### src/design/lcdseq_pkg.sv
`default_nettype none
// ----------------------------------------------------------------------------
// lcdseq_pkg: shared types and constants of the LCD bus sequencer
// Command codes, job and transfer records, wait times and the power-up table.
// ----------------------------------------------------------------------------
package lcdseq_pkg;

  typedef enum logic [1:0] {
    CMD_INIT   = 2'd0,
    CMD_INSTR  = 2'd1,
    CMD_DATA   = 2'd2,
    CMD_CURSOR = 2'd3
  } cmd_t;

  typedef enum logic {
    SEQ_IDLE = 1'b0,
    SEQ_RUN  = 1'b1
  } seq_state_t;

  localparam logic [15:0] WAIT_SETTLE  = 16'd100;
  localparam logic [15:0] WAIT_LONG    = 16'd2000;
  localparam logic [15:0] WAIT_WAKE_1  = 16'd4500;
  localparam logic [15:0] WAIT_WAKE_2  = 16'd150;
  localparam logic [15:0] WAIT_POWERUP = 16'd50000;

  localparam logic [7:0] INSTR_CLEAR  = 8'h01;
  localparam logic [7:0] INSTR_HOME   = 8'h02;
  localparam logic [7:0] DDRAM_SET    = 8'h80;

  localparam int STEP_W = 4;

  // One queued unit of work for the back end
  typedef struct packed {
    logic       is_init;
    logic       mode8;
    logic [7:0] data;
    logic       rs;
    logic       long_wait;
  } job_t;

  // One bus transfer
  typedef struct packed {
    logic [7:0]  bus_value;
    logic        register_select;
    logic        strobe;
    logic [15:0] wait_us;
    logic        last;
  } xfer_t;

  function automatic xfer_t mk_xfer(logic [7:0] bus, logic strobe,
                                    logic [15:0] wait_us, logic last);
    xfer_t x;
    x.bus_value       = bus;
    x.register_select = 1'b0;
    x.strobe          = strobe;
    x.wait_us         = wait_us;
    x.last            = last;
    return x;
  endfunction

  // Power-up sequence, four-bit and eight-bit forms
  function automatic xfer_t init_xfer(logic mode8, logic [STEP_W-1:0] step);
    xfer_t x;
    x = mk_xfer(8'h00, 1'b0, WAIT_POWERUP, 1'b0);
    if (mode8) begin
      unique case (step)
        4'd0:    x = mk_xfer(8'h00, 1'b0, WAIT_POWERUP, 1'b0);
        4'd1:    x = mk_xfer(8'h38, 1'b1, WAIT_WAKE_1, 1'b0);
        4'd2:    x = mk_xfer(8'h38, 1'b1, WAIT_WAKE_2, 1'b0);
        4'd3:    x = mk_xfer(8'h38, 1'b1, WAIT_SETTLE, 1'b0);
        4'd4:    x = mk_xfer(8'h38, 1'b1, WAIT_SETTLE, 1'b0);
        4'd5:    x = mk_xfer(8'h0C, 1'b1, WAIT_SETTLE, 1'b0);
        4'd6:    x = mk_xfer(8'h01, 1'b1, WAIT_LONG, 1'b0);
        default: x = mk_xfer(8'h06, 1'b1, WAIT_SETTLE, 1'b1);
      endcase
    end else begin
      unique case (step)
        4'd0:    x = mk_xfer(8'h00, 1'b0, WAIT_POWERUP, 1'b0);
        4'd1:    x = mk_xfer(8'h03, 1'b1, WAIT_WAKE_1, 1'b0);
        4'd2:    x = mk_xfer(8'h03, 1'b1, WAIT_WAKE_1, 1'b0);
        4'd3:    x = mk_xfer(8'h03, 1'b1, WAIT_WAKE_2, 1'b0);
        4'd4:    x = mk_xfer(8'h02, 1'b1, WAIT_SETTLE, 1'b0);
        4'd5:    x = mk_xfer(8'h02, 1'b1, WAIT_SETTLE, 1'b0);
        4'd6:    x = mk_xfer(8'h08, 1'b1, WAIT_SETTLE, 1'b0);
        4'd7:    x = mk_xfer(8'h00, 1'b1, WAIT_SETTLE, 1'b0);
        4'd8:    x = mk_xfer(8'h0C, 1'b1, WAIT_SETTLE, 1'b0);
        4'd9:    x = mk_xfer(8'h00, 1'b1, WAIT_SETTLE, 1'b0);
        4'd10:   x = mk_xfer(8'h01, 1'b1, WAIT_LONG, 1'b0);
        4'd11:   x = mk_xfer(8'h00, 1'b1, WAIT_SETTLE, 1'b0);
        default: x = mk_xfer(8'h06, 1'b1, WAIT_SETTLE, 1'b1);
      endcase
    end
    return x;
  endfunction

endpackage
`default_nettype wire

### src/design/lcdseq_front.sv
`default_nettype none
// ----------------------------------------------------------------------------
// lcdseq_front: command intake and classification
// Holds the bus width register and turns each command into one job.
// ----------------------------------------------------------------------------
module lcdseq_front #(
  parameter int ROW_OFFSET = 64
) (
  input  wire logic              clk,
  input  wire logic              rst_n,
  input  wire logic              cfg_valid,
  input  wire logic              cfg_bus_width_mode,
  input  wire logic [1:0]        command,
  input  wire logic [7:0]        value,
  input  wire logic [5:0]        column,
  input  wire logic [1:0]        line,
  output lcdseq_pkg::job_t       job
);
  import lcdseq_pkg::*;

  localparam logic [7:0] ROW_OFF8 = 8'(ROW_OFFSET);

  logic       mode_r;
  logic       row;
  logic [7:0] addr;
  cmd_t       cmd;

  always_ff @(posedge clk) begin
    if (!rst_n) begin
      mode_r <= 1'b0;
    end else if (cfg_valid) begin
      mode_r <= cfg_bus_width_mode;
    end
  end

  // clamp rows two and three to row one
  assign row  = (line != 2'd0);
  assign addr = DDRAM_SET | (8'(column) + (row ? ROW_OFF8 : 8'd0));
  assign cmd  = cmd_t'(command);

  always_comb begin
    job.mode8     = mode_r;
    job.is_init   = 1'b0;
    job.data      = value;
    job.rs        = 1'b0;
    job.long_wait = 1'b0;
    unique case (cmd)
      CMD_INIT: begin
        job.is_init = 1'b1;
      end
      CMD_INSTR: begin
        job.long_wait = (value == INSTR_CLEAR) || (value == INSTR_HOME);
      end
      CMD_DATA: begin
        job.rs = 1'b1;
      end
      default: begin
        job.data = addr;
      end
    endcase
  end

endmodule
`default_nettype wire

### src/design/lcdseq_fifo.sv
`default_nettype none
// ----------------------------------------------------------------------------
// lcdseq_fifo: two-entry job queue
// Decouples command intake from transfer generation.
// ----------------------------------------------------------------------------
module lcdseq_fifo (
  input  wire logic              clk,
  input  wire logic              rst_n,
  input  wire logic              wr_en,
  input  wire lcdseq_pkg::job_t  wr_data,
  output logic                   full,
  input  wire logic              rd_en,
  output lcdseq_pkg::job_t       rd_data,
  output logic                   empty
);
  import lcdseq_pkg::*;

  job_t       mem_r [2];
  logic       wr_ptr_r;
  logic       rd_ptr_r;
  logic [1:0] count_r;
  logic [1:0] count_nxt;
  logic       do_wr;
  logic       do_rd;

  assign full    = (count_r == 2'd2);
  assign empty   = (count_r == 2'd0);
  assign do_wr   = wr_en && !full;
  assign do_rd   = rd_en && !empty;
  assign rd_data = mem_r[rd_ptr_r];

  always_comb begin
    count_nxt = count_r;
    if (do_wr && !do_rd) begin
      count_nxt = count_r + 2'd1;
    end else if (do_rd && !do_wr) begin
      count_nxt = count_r - 2'd1;
    end
  end

  always_ff @(posedge clk) begin
    if (!rst_n) begin
      wr_ptr_r <= 1'b0;
      rd_ptr_r <= 1'b0;
      count_r  <= 2'd0;
    end else begin
      count_r <= count_nxt;
      if (do_wr) begin
        wr_ptr_r <= !wr_ptr_r;
      end
      if (do_rd) begin
        rd_ptr_r <= !rd_ptr_r;
      end
    end
  end

  always_ff @(posedge clk) begin
    if (do_wr) begin
      mem_r[wr_ptr_r] <= wr_data;
    end
  end

endmodule
`default_nettype wire

### src/design/lcdseq_back.sv
`default_nettype none
// ----------------------------------------------------------------------------
// lcdseq_back: transfer generator
// Expands queued jobs into bus transfers into an output register, one per cycle unless pop stalls it.
// ----------------------------------------------------------------------------
module lcdseq_back (
  input  wire logic              clk,
  input  wire logic              rst_n,
  input  wire lcdseq_pkg::job_t  q_data,
  input  wire logic              q_empty,
  output logic                   q_pop,
  input  wire logic              pop,
  output logic                   empty,
  output lcdseq_pkg::xfer_t      xfer_out
);
  import lcdseq_pkg::*;

  seq_state_t        state_r;
  seq_state_t        state_nxt;
  job_t              cur_r;
  logic [STEP_W-1:0] step_r;
  logic              out_valid_r;
  xfer_t             out_xfer_r;
  xfer_t             xfer;
  logic              adv;
  logic              emit;
  logic [15:0]       final_wait;

  assign adv        = !out_valid_r || pop;
  assign final_wait = cur_r.long_wait ? WAIT_LONG : WAIT_SETTLE;

  // transfer for the current step
  always_comb begin
    xfer = init_xfer(cur_r.mode8, step_r);
    if (!cur_r.is_init) begin
      xfer.register_select = cur_r.rs;
      xfer.strobe          = 1'b1;
      if (cur_r.mode8) begin
        xfer.bus_value = cur_r.data;
        xfer.wait_us   = final_wait;
        xfer.last      = 1'b1;
      end else if (step_r == '0) begin
        xfer.bus_value = {4'h0, cur_r.data[7:4]};
        xfer.wait_us   = WAIT_SETTLE;
        xfer.last      = 1'b0;
      end else begin
        xfer.bus_value = {4'h0, cur_r.data[3:0]};
        xfer.wait_us   = final_wait;
        xfer.last      = 1'b1;
      end
    end
  end

  // next state
  always_comb begin
    state_nxt = state_r;
    unique case (state_r)
      SEQ_IDLE: begin
        if (!q_empty) begin
          state_nxt = SEQ_RUN;
        end
      end
      default: begin
        if (adv && xfer.last && q_empty) begin
          state_nxt = SEQ_IDLE;
        end
      end
    endcase
  end

  // outputs
  always_comb begin
    emit  = 1'b0;
    q_pop = 1'b0;
    unique case (state_r)
      SEQ_IDLE: begin
        q_pop = !q_empty;
      end
      default: begin
        emit  = adv;
        q_pop = adv && xfer.last && !q_empty;
      end
    endcase
  end

  always_ff @(posedge clk) begin
    if (!rst_n) begin
      state_r     <= SEQ_IDLE;
      step_r      <= '0;
      out_valid_r <= 1'b0;
    end else begin
      state_r <= state_nxt;
      if (q_pop) begin
        step_r <= '0;
      end else if (emit) begin
        step_r <= step_r + 1'b1;
      end
      if (adv) begin
        out_valid_r <= emit;
      end
    end
  end

  always_ff @(posedge clk) begin
    if (q_pop) begin
      cur_r <= q_data;
    end
    if (emit) begin
      out_xfer_r <= xfer;
    end
  end

  assign empty    = !out_valid_r;
  assign xfer_out = out_xfer_r;

endmodule
`default_nettype wire

### src/design/char_lcd_bus_sequencer.sv
`default_nettype none
// ----------------------------------------------------------------------------
// char_lcd_bus_sequencer: bus transfer sequencer for a character LCD
// Expands host commands into timed data-line transfers.
// ----------------------------------------------------------------------------
// Usage:
//   Input queue (push/full): one item is a command (initialize, instruction
//   byte, data byte, set cursor) with its value, column and line fields.
//   Result queue (empty/pop): one item per bus transfer: data-line value,
//   register select, enable strobe flag, wait in microseconds and a last
//   flag on the final transfer of a command.
//   Config channel (cfg_valid/cfg_ready): bus width mode, 0 four-bit,
//   1 eight-bit; always ready, write it only while the block is idle.
// Timing:
//   A command enters a two-entry job queue at the edge that accepts it. The
//   generator loads the job into its job register and emits one transfer per
//   cycle into the output register unless a held output stalls it. A byte
//   command yields 1 or 2 transfers, initialize 8 or 13. Queued jobs run
//   back to back, one transfer/cycle while pop keeps the output moving.
// Reset clears the queues and sets four-bit mode. When pop stays low the
// output register holds, the generator stalls, and full rises once the
// job queue fills.
module char_lcd_bus_sequencer #(
  parameter int ROW_OFFSET = 64
) (
  input  wire logic        clk,
  input  wire logic        rst_n,
  input  wire logic        cfg_valid,
  output logic             cfg_ready,
  input  wire logic        cfg_bus_width_mode,
  input  wire logic        push,
  output logic             full,
  input  wire logic [1:0]  in_command,
  input  wire logic [7:0]  in_value,
  input  wire logic [5:0]  in_column,
  input  wire logic [1:0]  in_line,
  output logic             empty,
  input  wire logic        pop,
  output logic [7:0]       out_bus_value,
  output logic             out_register_select,
  output logic             out_strobe_res,
  output logic [15:0]      out_wait_us,
  output logic             out_last
);
  import lcdseq_pkg::*;

  job_t  job;
  job_t  q_data;
  logic  q_empty;
  logic  q_pop;
  xfer_t xfer;

  // config is taken every cycle
  assign cfg_ready = 1'b1;

  lcdseq_front #(
    .ROW_OFFSET (ROW_OFFSET)
  ) u_front (
    .clk                (clk),
    .rst_n              (rst_n),
    .cfg_valid          (cfg_valid),
    .cfg_bus_width_mode (cfg_bus_width_mode),
    .command            (in_command),
    .value              (in_value),
    .column             (in_column),
    .line               (in_line),
    .job                (job)
  );

  // job queue: push lands here directly, full backs up the host
  lcdseq_fifo u_fifo (
    .clk     (clk),
    .rst_n   (rst_n),
    .wr_en   (push),
    .wr_data (job),
    .full    (full),
    .rd_en   (q_pop),
    .rd_data (q_data),
    .empty   (q_empty)
  );

  lcdseq_back u_back (
    .clk      (clk),
    .rst_n    (rst_n),
    .q_data   (q_data),
    .q_empty  (q_empty),
    .q_pop    (q_pop),
    .pop      (pop),
    .empty    (empty),
    .xfer_out (xfer)
  );

  assign out_bus_value       = xfer.bus_value;
  assign out_register_select = xfer.register_select;
  assign out_strobe_res      = xfer.strobe;
  assign out_wait_us         = xfer.wait_us;
  assign out_last            = xfer.last;

endmodule
`default_nettype wire

### config.mk
export PLATFORM = sky130hd
export DESIGN_NAME = char_lcd_bus_sequencer
export DESIGN_NICKNAME = d
export VERILOG_FILES = /design/src/design/lcdseq_pkg.sv /design/src/design/lcdseq_front.sv /design/src/design/lcdseq_fifo.sv /design/src/design/lcdseq_back.sv /design/src/design/char_lcd_bus_sequencer.sv
export SDC_FILE = /design/constraint.sdc
export NUM_CORES = 1
export LEC_CHECK = 0
export ABC_CLOCK_PERIOD_IN_PS = 8300
export BUFFER_PORTS_ARGS = -buffer_cell sky130_fd_sc_hd__clkbuf_2
export CORE_MARGIN = 10
export CORE_UTILIZATION = 40
export CTS_BUF_LIST = sky130_fd_sc_hd__clkbuf_8 sky130_fd_sc_hd__clkbuf_16
export DETAILED_ROUTE_END_ITERATION = 10
export GPL_TIMING_DRIVEN = 0
export PLACE_DENSITY_LB_ADDON = 0.1
export SLEW_MARGIN = 20
export SYNTH_ARGS = -nofsm -noshare
export SYNTH_HDL_FRONTEND = slang
export SYNTH_SLANG_ARGS = --single-unit
### constraint.sdc
create_clock -name clk -period 8.3 [get_ports clk]
set_input_delay 0.83 -clock clk [delete_from_list [all_inputs] [get_ports clk]]
set_output_delay 0.83 -clock clk [all_outputs]
set_load 0.1 [all_outputs]
==> results of run 1 <==
## power by group
part / internal [W] / total (W) / switching, W
logic: 0.000230 / 0.000881 / 0.000651
clock network: 0.000140 / 0.000295 / 0.000155
registers: 0.000623 / 0.000669 / 0.0000456
## per-stage QoR
step / cell area [um2] / power [W] / hold WS, ps / instances / utilization (%)
after floorplan: 3860 / 0.00139 / 425 / 329 / -
after global placement: 4270 / 0.00156 / 440 / 506 / 45.7
after detailed placement: 4270 / 0.00157 / 456 / 506 / 45.7
after CTS: 4470 / 0.00187 / 482 / 522 / 47.9
after global routing: 4470 / 0.00196 / 528 / 522 / 47.9
final: 4470 / 0.00184 / 480 / 522 / 47.9
## routing by layer
metal | up-vias | wire length, um
met5 | - | 0
met2 | 64 | 3690
met1 | 1164 | 3560
li1 | 1289 | -
met4 | 0 | 161
met3 | 14 | 477
## cells in the mapped netlist, drive strengths merged, types with 6 or more instances
cell,instances
inv,17
xor2,6
mux2i,7
edfxtp,58
a31oi,8
nor3,6
nor2,32
buf,12
ha,6
nor2b,10
mux2,18
dfxtp,27
nand2,21
nand2b,7
a21oi,18
o21ai,11
## worst reg2reg max path: cells and delay by family, from the launching register on
| kind | cells | cell delay, ps |
|---|---|---|
| simple gates | 4 | 1120 |
| compound gates | 2 | 690 |
| flops | 1 | 390 |
| fa+ha+maj | 2 | 680 |
| buf+inv | 3 | 480 |
## logic make-up (layout without fill, tap and decap cells)
group                    after synthesis  after routing  share of synthesized area (%)
XOR/XNOR                              10             10                           2.27
buffers and inverters                 35             99                           4.45
AO/OA/AOI/OAI                         59             59                           10.6
AND/OR/NAND/NOR                      104            104                           14.3
flip-flops                            85             85                           59.2
other                                  2              5                          0.195
multiplexers                          25             25                           7.08
adder cells (fa/ha/maj)                6              6                           1.95
## worst min path at each step
stage | from | endpoint | slack, ps
final | u_front.mode_r | u_fifo.mem_r[1][10] | 480
after global routing | u_front.mode_r | u_fifo.mem_r[0][10] | 530
after CTS | u_front.mode_r | u_fifo.mem_r[1][10] | 480
after detailed placement | u_front.mode_r | u_fifo.mem_r[1][10] | 460
after global placement | u_front.mode_r | u_fifo.mem_r[0][10] | 440
after floorplan | u_front.mode_r | u_fifo.mem_r[0][10] | 420
## cell type report
class	count	area share [%]
multi-input cells	209	31.6
well taps	129	3.61
repair buffers	48	5.38
clock inverters	7	1.71
plain buffers	17	2.32
clock buffers	9	2.77
inverters	18	1.51
flip-flops and latches	85	51.1
==> run_results.csv, run 1 <==
group,metric,value,unit
worst_setup_path,r2r-end,"u_fifo.count_r[1]",
finish,multi_input_area,1410,um2
finish,fillCellCount,845,
timing,worst_pin_slew,1010,ps
worst_setup_path,critPathSlowestCell,"a21boi_2",
place,post-place-ws,4900,ps
worst_setup_path,cp.depth,11,
timing,finalSetupTns,0,ps
finish,antenna_cells,0,
timing,setup_viol,0,
worst_setup_path,cp-endpoint,"u_fifo.count_r[1]",
timing,slew_headroom,32.3,%
drt,drt-initial-drc-count,96,
synth,synth_top_area_share,45.2,%
global_routing,grtUsageMet2,18.8,%
finish,mostFrequentLayoutCells,"edfxtp_1 (58), clkbuf_2 (49), nor2_1 (31), dfxtp_1 (27), nand2_1 (20)",
worst_setup_path,path_buf_inv,3,
synth,syn_area_per_cell,11.8,um2
synth,yosys.cell_types.count,62,
synth,yosys_warnings,0,
global_routing,busiest_layer,"met2",
die,rows,35,
clocking,htree_num_levels,3,
worst_setup_path,ff2ff_path_depth,11,
power_and_ir_drop,vdd_ir_drop_max,0.183,mV
drt,wl,7890,um
global_routing,grt_max_degree,23,
synth,synth-main-ff-cell,"edfxtp_1",
clocking,clkSinkCount,85,
worst_setup_path,critPathLaunch,"u_back.step_r[0]",
worst_setup_path,crit_family,"simple AND/OR/NAND/NOR gates",
run_status,status,"finished, final reports clean",
die,ios,54,
worst_setup_path,arrival,3700,ps
finish,syn2layout_area_growth,15.9,%
place,dp_hpwl,5920,um
timing,rsz0062_at_grt,"no",
die,die_w,118,um
clocking,path_clk_slew,80,ps
synth,yosysTopAreaCell,"edfxtp_1",
timing,layout_min_cycle_time,3410,ps
power_and_ir_drop,leakagePower,1.76,nW
hold_path,hold_path.class,"reg -> reg",
worst_setup_path,startpoint_type,"flop",
drt,viasPerCell,4.85,
job,maxCapViolations,0,
drt,ant_nets,0,
drt,drt_pass1_iterations,4,
worst_setup_path,cp_cell_sequence,"clkbuf_1 -> inv_1 -> ha_1 -> or2_1 -> nor4_1 -> nor2_2 -> a21boi_2 -> inv_2 -> ha_1 -> or3_1 -> a21oi_1",
global_routing,grt.total_usage,11.6,%
die,die_h,118,um
die,initial_core_util,41.3,%
clocking,numCtsBuffers,9,
worst_setup_path,r2r_setup_slack,4890,ps
drt,num_vias,2531,
global_routing,grt_use_met3,3.28,%
die,dieArea,14000,um2
clocking,ctsResizeCount,0,
synth,synth_seq_area_share,59.2,%
clocking,clk_path_buf_depth,2,
global_routing,use_met1,13.6,%
worst_setup_path,slowest_delay,560,ps
finish,final_common_cell,"edfxtp_1",
worst_setup_path,worst_ep_required_time,8590,ps
finish,nets,418,
global_routing,antenna_found_initial,0,
die,fp.coreArea,9330,um2
clocking,post_cts_buffers,0,
worst_setup_path,cpMostUsedCell,"ha_1",
worst_setup_path,end_kind,"flop",
synth,synthArstFlopShare,0,%
synth,yosys_register_bits,85,
timing,hold_violations,0,
place,portBuffers,48,
clocking,ctsHoldBuffers,0,
global_routing,grt_overflow,0,
global_routing,grt_pass1_vias,2670,
drt,avgRoutedWirePerCell,15.1,um
hold_path,whs_path_depth,0,
worst_setup_path,cp_max_fo,13,
synth,syn_area,3850,um2
worst_setup_path,critPathKind,"reg -> reg",
synth,syn-instance-count,326,
power_and_ir_drop,power_density,413,nW/um2
timing,finalMaxSlewViolations,0,
worst_setup_path,r2r_start,"u_back.step_r[0]",
clocking,cts_root_buffer,"clkbuf_8",
drt,drcViolationCount,0,
timing,setup_ws,4890,ps
timing,fin_skew,11.4,ps
synth,synthTopCellsByArea,"edfxtp_1 (45%), dfxtp_1 (14%), mux2_2 (5.3%), nor2_1 (3.0%), a21oi_1 (2.2%)",
timing,maxClockFrequency,0.293,GHz
finish,regArea,2280,um2
synth,synth-edff-count,58,
finish,layout-drive-gt1-share,27.0,%
place,gp_congestion,0.869,
global_routing,grt_pass1_wl,13300,um
timing,fin_crit_sh,41.1,%
clocking,worstSkewPairLatency,360,ps
clocking,cts_tree,"yes",
No activity file was read; power rests on OpenSTA's default activity.
==> run 2, diff against run 1 <==
--- a/config.mk
+++ b/config.mk
@@ -5,7 +5,7 @@
 export SDC_FILE = /design/constraint.sdc
 export NUM_CORES = 1
 export LEC_CHECK = 0
-export ABC_CLOCK_PERIOD_IN_PS = 8300
+export ABC_CLOCK_PERIOD_IN_PS = 3000
 export BUFFER_PORTS_ARGS = -buffer_cell sky130_fd_sc_hd__clkbuf_2
 export CORE_MARGIN = 10
 export CORE_UTILIZATION = 40
==> constraint.sdc (replaced) <==
create_clock -name clk -period 3 [get_ports clk]
set_input_delay 0.3 -clock clk [delete_from_list [all_inputs] [get_ports clk]]
set_output_delay 0.3 -clock clk [all_outputs]
set_load 0.1 [all_outputs]
==> run 2 against run 1 <==
  * First-iteration DRC count is 5.2% higher
  * Clock skew hardly changed
  * Combinational power grew to 2.8 times the previous value
  * Largest cell class unchanged
  * Critical path depth is 1 higher
  * Flip-flop and latch count stayed put
  * Via count is 0.99% higher
  * Clock power grew to 2.8 times the previous value
==> run_results.csv, run 2 (synthesized netlist as in run 1, its figures left out) <==
group,metric,value,unit
run_status,status,"finished, final reports clean",
power_and_ir_drop,totalPowerFinal,0.00515,W
hold_path,hold_path.class,"in -> reg",
timing,maxClockFrequency,0.353,GHz
power_and_ir_drop,power_density,1140,nW/um2
worst_setup_path,end_kind,"flop",
power_and_ir_drop,switching_share,46.1,%
timing,setup_ws,163,ps
drt,avgRoutedWirePerCell,15.1,um
drt,wl,7900,um
drt,viasPerCell,4.89,
power_and_ir_drop,power_frac_seq,35.9,%
global_routing,grt_max_degree,23,
drt,drt-initial-drc-count,101,
global_routing,antenna_found_initial,0,
finish,fillCellCount,842,
timing,hold_violations,0,
place,dp_cells,506,
worst_setup_path,critPathKind,"reg -> reg",
clocking,cts_root_buffer,"clkbuf_8",
finish,layout-drive-gt1-share,27.9,%
clocking,path_clk_slew,80,ps
power_and_ir_drop,leakagePower,1.78,nW
place,post-place-ws,-404,ps
power_and_ir_drop,vdd_ir_drop_max,0.506,mV
worst_setup_path,r2r_setup_slack,160,ps
die,initial_core_util,41.3,%
global_routing,use_met1,13.6,%
worst_setup_path,startpoint_type,"flop",
die,die_h,118,um
clocking,worstSkewPairLatency,360,ps
global_routing,grt_use_met3,3.28,%
timing,fin_skew,11.4,ps
die,dieArea,14000,um2
finish,mostFrequentLayoutCells,"edfxtp_1 (58), clkbuf_2 (49), nor2_1 (31), dfxtp_1 (27), nand2_1 (20)",
die,rows,35,
clocking,clkSinkCount,85,
clocking,numCtsBuffers,9,
timing,slew_headroom,32.3,%
drt,ant_nets,0,
job,maxCapViolations,0,
finish,nets,419,
clocking,cts_tree,"yes",
power_and_ir_drop,internal_power,0.00278,W
die,die_w,118,um
global_routing,grtUsageMet2,18.8,%
drt,drt_pass1_iterations,4,
global_routing,grt_pass1_vias,2673,
drt,drcViolationCount,0,
timing,rsz0062_at_grt,"no",
global_routing,grt_pass1_wl,13300,um
global_routing,grt_overflow,0,
worst_setup_path,arrival,3130,ps
place,dp_hpwl,5920,um
finish,antenna_cells,0,
worst_setup_path,worst_ep_required_time,3290,ps
timing,worst_pin_slew,1010,ps
finish,fin_cells,523,
timing,setup_viol,0,
timing,fin_crit_sh,94.6,%
worst_setup_path,cp_max_fo,9,
timing,finalSetupTns,0,ps
power_and_ir_drop,combPwrFrac,48.2,%
clocking,ctsHoldBuffers,0,
place,portBuffers,48,
clocking,htree_num_levels,3,
die,fp.coreArea,9330,um2
timing,layout_min_cycle_time,2840,ps
timing,finalMaxSlewViolations,0,
global_routing,busiest_layer,"met2",
finish,final_common_cell,"edfxtp_1",
power_and_ir_drop,switchingPower,0.00237,W
power_and_ir_drop,power.clock.fraction,15.9,%
global_routing,grt.total_usage,11.6,%
finish,syn2layout_area_growth,16.7,%
place,gp_congestion,0.869,
finish,multi_input_area,1430,um2
drt,num_vias,2556,
finish,regArea,2280,um2
clocking,clk_path_buf_depth,2,
die,ios,54,
[run 2: cell types whose count changed in the layout (fill, tap and decap cells not counted)]
cell	change
buf_2	+1
nor4_2	+1
ha_1	-1
nor2_4	+1
nor2_2	-1
buf_4	+1
nor4_1	-1
clkbuf_1	-1
a21boi_4	+1
ha_2	+1
a21boi_2	-1
[run 2: final timing paths]
| kind | start | to | depth (start not counted) |
|---|---|---|---|
| worst max register to register | u_back.step_r[0] | u_fifo.count_r[1] | 12 |
| worst min register to register | u_front.mode_r | u_fifo.mem_r[1][10] | 0 |
| worst max-delay path | u_back.step_r[0] | u_fifo.count_r[1] | 12 |
| worst min-delay path | cfg_bus_width_mode | u_front.mode_r | 3 |
[run 2: cell type report]
class | count | area share [%]
Buffer | 17 | 2.34
Multi-Input combinational cell | 209 | 31.9
Inverter | 18 | 1.50
Clock inverter | 7 | 1.70
Timing Repair Buffer | 49 | 5.51
Clock buffer | 9 | 2.75
Sequential cell | 85 | 50.8
Tap cell | 129 | 3.59
[run 2: per-stage QoR]
| stage | hold WS (ps) | util [%] | instance area (um2) |
|---|---|---|---|
| 2_1_floorplan | 425 | - | 3860 |
| 3_3_place_gp | 440 | 45.7 | 4270 |
| 3_5_place_dp | 456 | 45.7 | 4270 |
| 4_1_cts | 160 | 48.0 | 4480 |
| 5_1_grt | 215 | 48.2 | 4500 |
| 6_report | 183 | 48.2 | 4500 |
[run 2: power by group through the flow]
| stage | logic, W | clock network, W | registers [W] |
|---|---|---|---|
| 6_report | 0.00248 | 0.000819 | 0.00185 |
| 5_1_grt | 0.00268 | 0.000888 | 0.00189 |
| 4_1_cts | 0.00249 | 0.000840 | 0.00186 |
| 3_5_place_dp | 0.00246 | 0 | 0.00188 |
| 3_3_place_gp | 0.00245 | 0 | 0.00187 |
| 2_1_floorplan | 0.00124 | 0 | 0.00261 |
[run 2: timing repair]
action | CTS | global route
setup buffers | 1 | 0
resized for setup | 1 | 6
endpoints found under the setup margin | 2 | 4
pin swaps | 1 | 1
[run 2: metal layers]
metal | routed length [um] | vias up
met4 | 163 | 0
met3 | 449 | 14
met1 | 3550 | 1184
li1 | - | 1290
met2 | 3740 | 68
met5 | 0 | -
[run 2: worst max-delay path, cell delays in order, from the launching register on]
cell and delay, ps:
dfxtp_1 340, clkbuf_2 170, inv_1 100, ha_1 140
buf_2 200, or4b_4 500, o211a_1 250, nor2_4 160
a21boi_4 80, inv_2 70, ha_1 260, or3_1 380
a21oi_1 130
==> run 3, diff against run 2 <==
--- a/config.mk
+++ b/config.mk
@@ -5,8 +5,9 @@
 export SDC_FILE = /design/constraint.sdc
 export NUM_CORES = 1
 export LEC_CHECK = 0
-export ABC_CLOCK_PERIOD_IN_PS = 3000
+export ABC_CLOCK_PERIOD_IN_PS = 2700
 export BUFFER_PORTS_ARGS = -buffer_cell sky130_fd_sc_hd__clkbuf_2
+export CAP_MARGIN = 0
 export CORE_MARGIN = 10
 export CORE_UTILIZATION = 40
 export CTS_BUF_LIST = sky130_fd_sc_hd__clkbuf_8 sky130_fd_sc_hd__clkbuf_16
==> constraint.sdc (replaced) <==
create_clock -name clk -period 2.7 [get_ports clk]
set_input_delay 0 -clock clk [delete_from_list [all_inputs] [get_ports clk]]
set_output_delay 0 -clock clk [all_outputs]
set_load 0.1 [all_outputs]
==> run 3 against run 2 <==
  * Worst setup slack worse by 42 ps
  * Critical path depth down 2
  * Global-route usage up 0.42 points
  * Core utilization up 3.0 points
  * Maximum frequency up 10%
  * Flip-flop and latch count unchanged
  * First-iteration DRC count up 12%
  * Wire length up 5.6%
  * Count of clock-buffer cells in the layout unchanged
  * Clock power up 2%
==> run_results.csv, run 3 (synthesized netlist as in run 1, its figures left out) <==
group,metric,value,unit
die,ios,54,
drt,ant_nets,0,
finish,fin_cells,548,
power_and_ir_drop,totalPowerFinal,0.00586,W
timing,finalSetupTns,0,ps
timing,setup_viol,0,
timing,hold_violations,0,
place,gp_congestion,0.854,
worst_setup_path,cp_max_fo,8,
clocking,htree_num_levels,3,
finish,final_common_cell,"edfxtp_1",
power_and_ir_drop,vdd_ir_drop_max,0.559,mV
timing,hold_ws,36.0,ps
timing,layout_min_cycle_time,2580,ps
worst_setup_path,startpoint_type,"flop",
finish,nets,444,
power_and_ir_drop,switchingPower,0.00271,W
power_and_ir_drop,combPwrFrac,50.5,%
finish,syn2layout_area_growth,24.1,%
worst_setup_path,worst_ep_required_time,2950,ps
power_and_ir_drop,leakagePower,1.89,nW
global_routing,grt_overflow,0,
finish,layout-drive-gt1-share,30.1,%
worst_setup_path,r2r_start,"u_back.step_r[0]",
global_routing,grt_pass1_vias,2813,
drt,wl,8340,um
power_and_ir_drop,power_frac_seq,35.2,%
drt,avgRoutedWirePerCell,15.2,um
timing,worst_pin_slew,1030,ps
run_status,status,"finished, final reports clean",
job,maxCapViolations,0,
clocking,worstSkewPairLatency,350,ps
timing,rsz0062_at_grt,"no",
timing,finalMaxSlewViolations,0,
power_and_ir_drop,power_density,1230,nW/um2
global_routing,grt.total_usage,12.0,%
clocking,numCtsBuffers,9,
worst_setup_path,critPathLaunch,"u_back.step_r[0]",
die,die_w,118,um
global_routing,antenna_found_initial,0,
drt,drcViolationCount,0,
place,portBuffers,48,
place,dp_cells,506,
global_routing,grt_pass1_wl,13900,um
worst_setup_path,critPathKind,"reg -> reg",
drt,viasPerCell,4.88,
finish,regArea,2280,um2
hold_path,whs_path_depth,3,
drt,num_vias,2672,
power_and_ir_drop,switching_share,46.2,%
timing,slew_headroom,30.9,%
die,rows,35,
clocking,clk_path_buf_depth,2,
finish,fillCellCount,841,
finish,multi_input_area,1470,um2
finish,mostFrequentLayoutCells,"edfxtp_1 (58), clkbuf_2 (48), nor2_1 (31), dfxtp_1 (25)",
power_and_ir_drop,power.clock.fraction,14.3,%
clocking,cts_tree,"yes",
place,dp_hpwl,5970,um
global_routing,grt_max_degree,23,
worst_setup_path,end_kind,"flop",
finish,utilization,51.3,%
timing,fin_crit_sh,95.5,%
hold_path,hold_path.class,"in -> reg",
finish,antenna_cells,0,
die,dieArea,14000,um2
clocking,cts_root_buffer,"clkbuf_8",
die,fp.coreArea,9330,um2
timing,maxClockFrequency,0.388,GHz
drt,drt_pass1_iterations,5,
clocking,clkSinkCount,85,
timing,fin_skew,9.19,ps
hold_path,min-delay-start,"pop",
power_and_ir_drop,internal_power,0.00315,W
drt,drt-initial-drc-count,113,
worst_setup_path,arrival,2830,ps
die,die_h,118,um
worst_setup_path,ff2ff_path_depth,10,
clocking,path_clk_slew,90,ps
die,initial_core_util,41.3,%
[run 3: changes by cell type in the layout (fill, tap and decap cells not counted), sizes merged]
cell	delta
clkinv	+3
clkinvlp	-2
buf	+6
dlygate4sd3	+19
bufinv	-1
[run 3: final timing paths]
check | endpoint | slack, ps
setup / recovery | flop | 120
hold / removal | u_back.out_valid_r | 40
setup reg to reg | flop | 120
hold reg to reg | u_fifo.mem_r[1][10] | 470
[run 3: cell type report]
class | instances | area share, %
well taps | 129 | 3.38
clock inverters | 7 | 1.26
multi-input cells | 209 | 30.8
clock buffers | 9 | 2.59
flip-flops and latches | 85 | 47.8
plain buffers | 17 | 2.59
inverters | 18 | 1.47
repair buffers | 74 | 10.1
[run 3: what timing repair did]
| item | CTS | global route |
|---|---|---|
| pin swaps | 2 | 3 |
| endpoints found under the setup margin | 7 | 3 |
| buffers inserted | 2 | 5 |
| endpoints found under the hold margin | 22 | 0 |
| gates resized for setup | 8 | 10 |
| hold buffers | 19 | 0 |
[run 3: routing by layer]
layer,up-vias,global-route usage (%),routed length [um]
met5,-,0,0
met4,0,5.26,153
met3,14,3.09,519
met2,90,20.2,3980
met1,1226,14.1,3690
li1,1342,-,-
[run 3: worst max-delay path: stages, from the launching register on]
cell and delay (ps):
dfxtp_2 360, clkbuf_8 160, inv_4 50, ha_2 230, or2_1 300, or4_4 470
a31o_2 330, nand2_2 110, ha_2 220, inv_1 50, o22a_1 200
[run 3: power by group through the flow]
stage | logic, W | clock network, W | registers [W]
2_1_floorplan | 0.00141 | 0 | 0.00290
3_3_place_gp | 0.00275 | 0 | 0.00209
3_5_place_dp | 0.00276 | 0 | 0.00210
4_1_cts | 0.00285 | 0.000860 | 0.00207
5_1_grt | 0.00320 | 0.000916 | 0.00211
6_report | 0.00296 | 0.000838 | 0.00206
[run 3: metrics by stage]
step | setup WS, ps | instance area, um2
2_1_floorplan | 6.08 | 3880
3_3_place_gp | -348 | 4290
5_1_grt | 4.57 | 4780
4_1_cts | 2.33 | 4700
3_5_place_dp | -408 | 4290
6_report | 121 | 4780
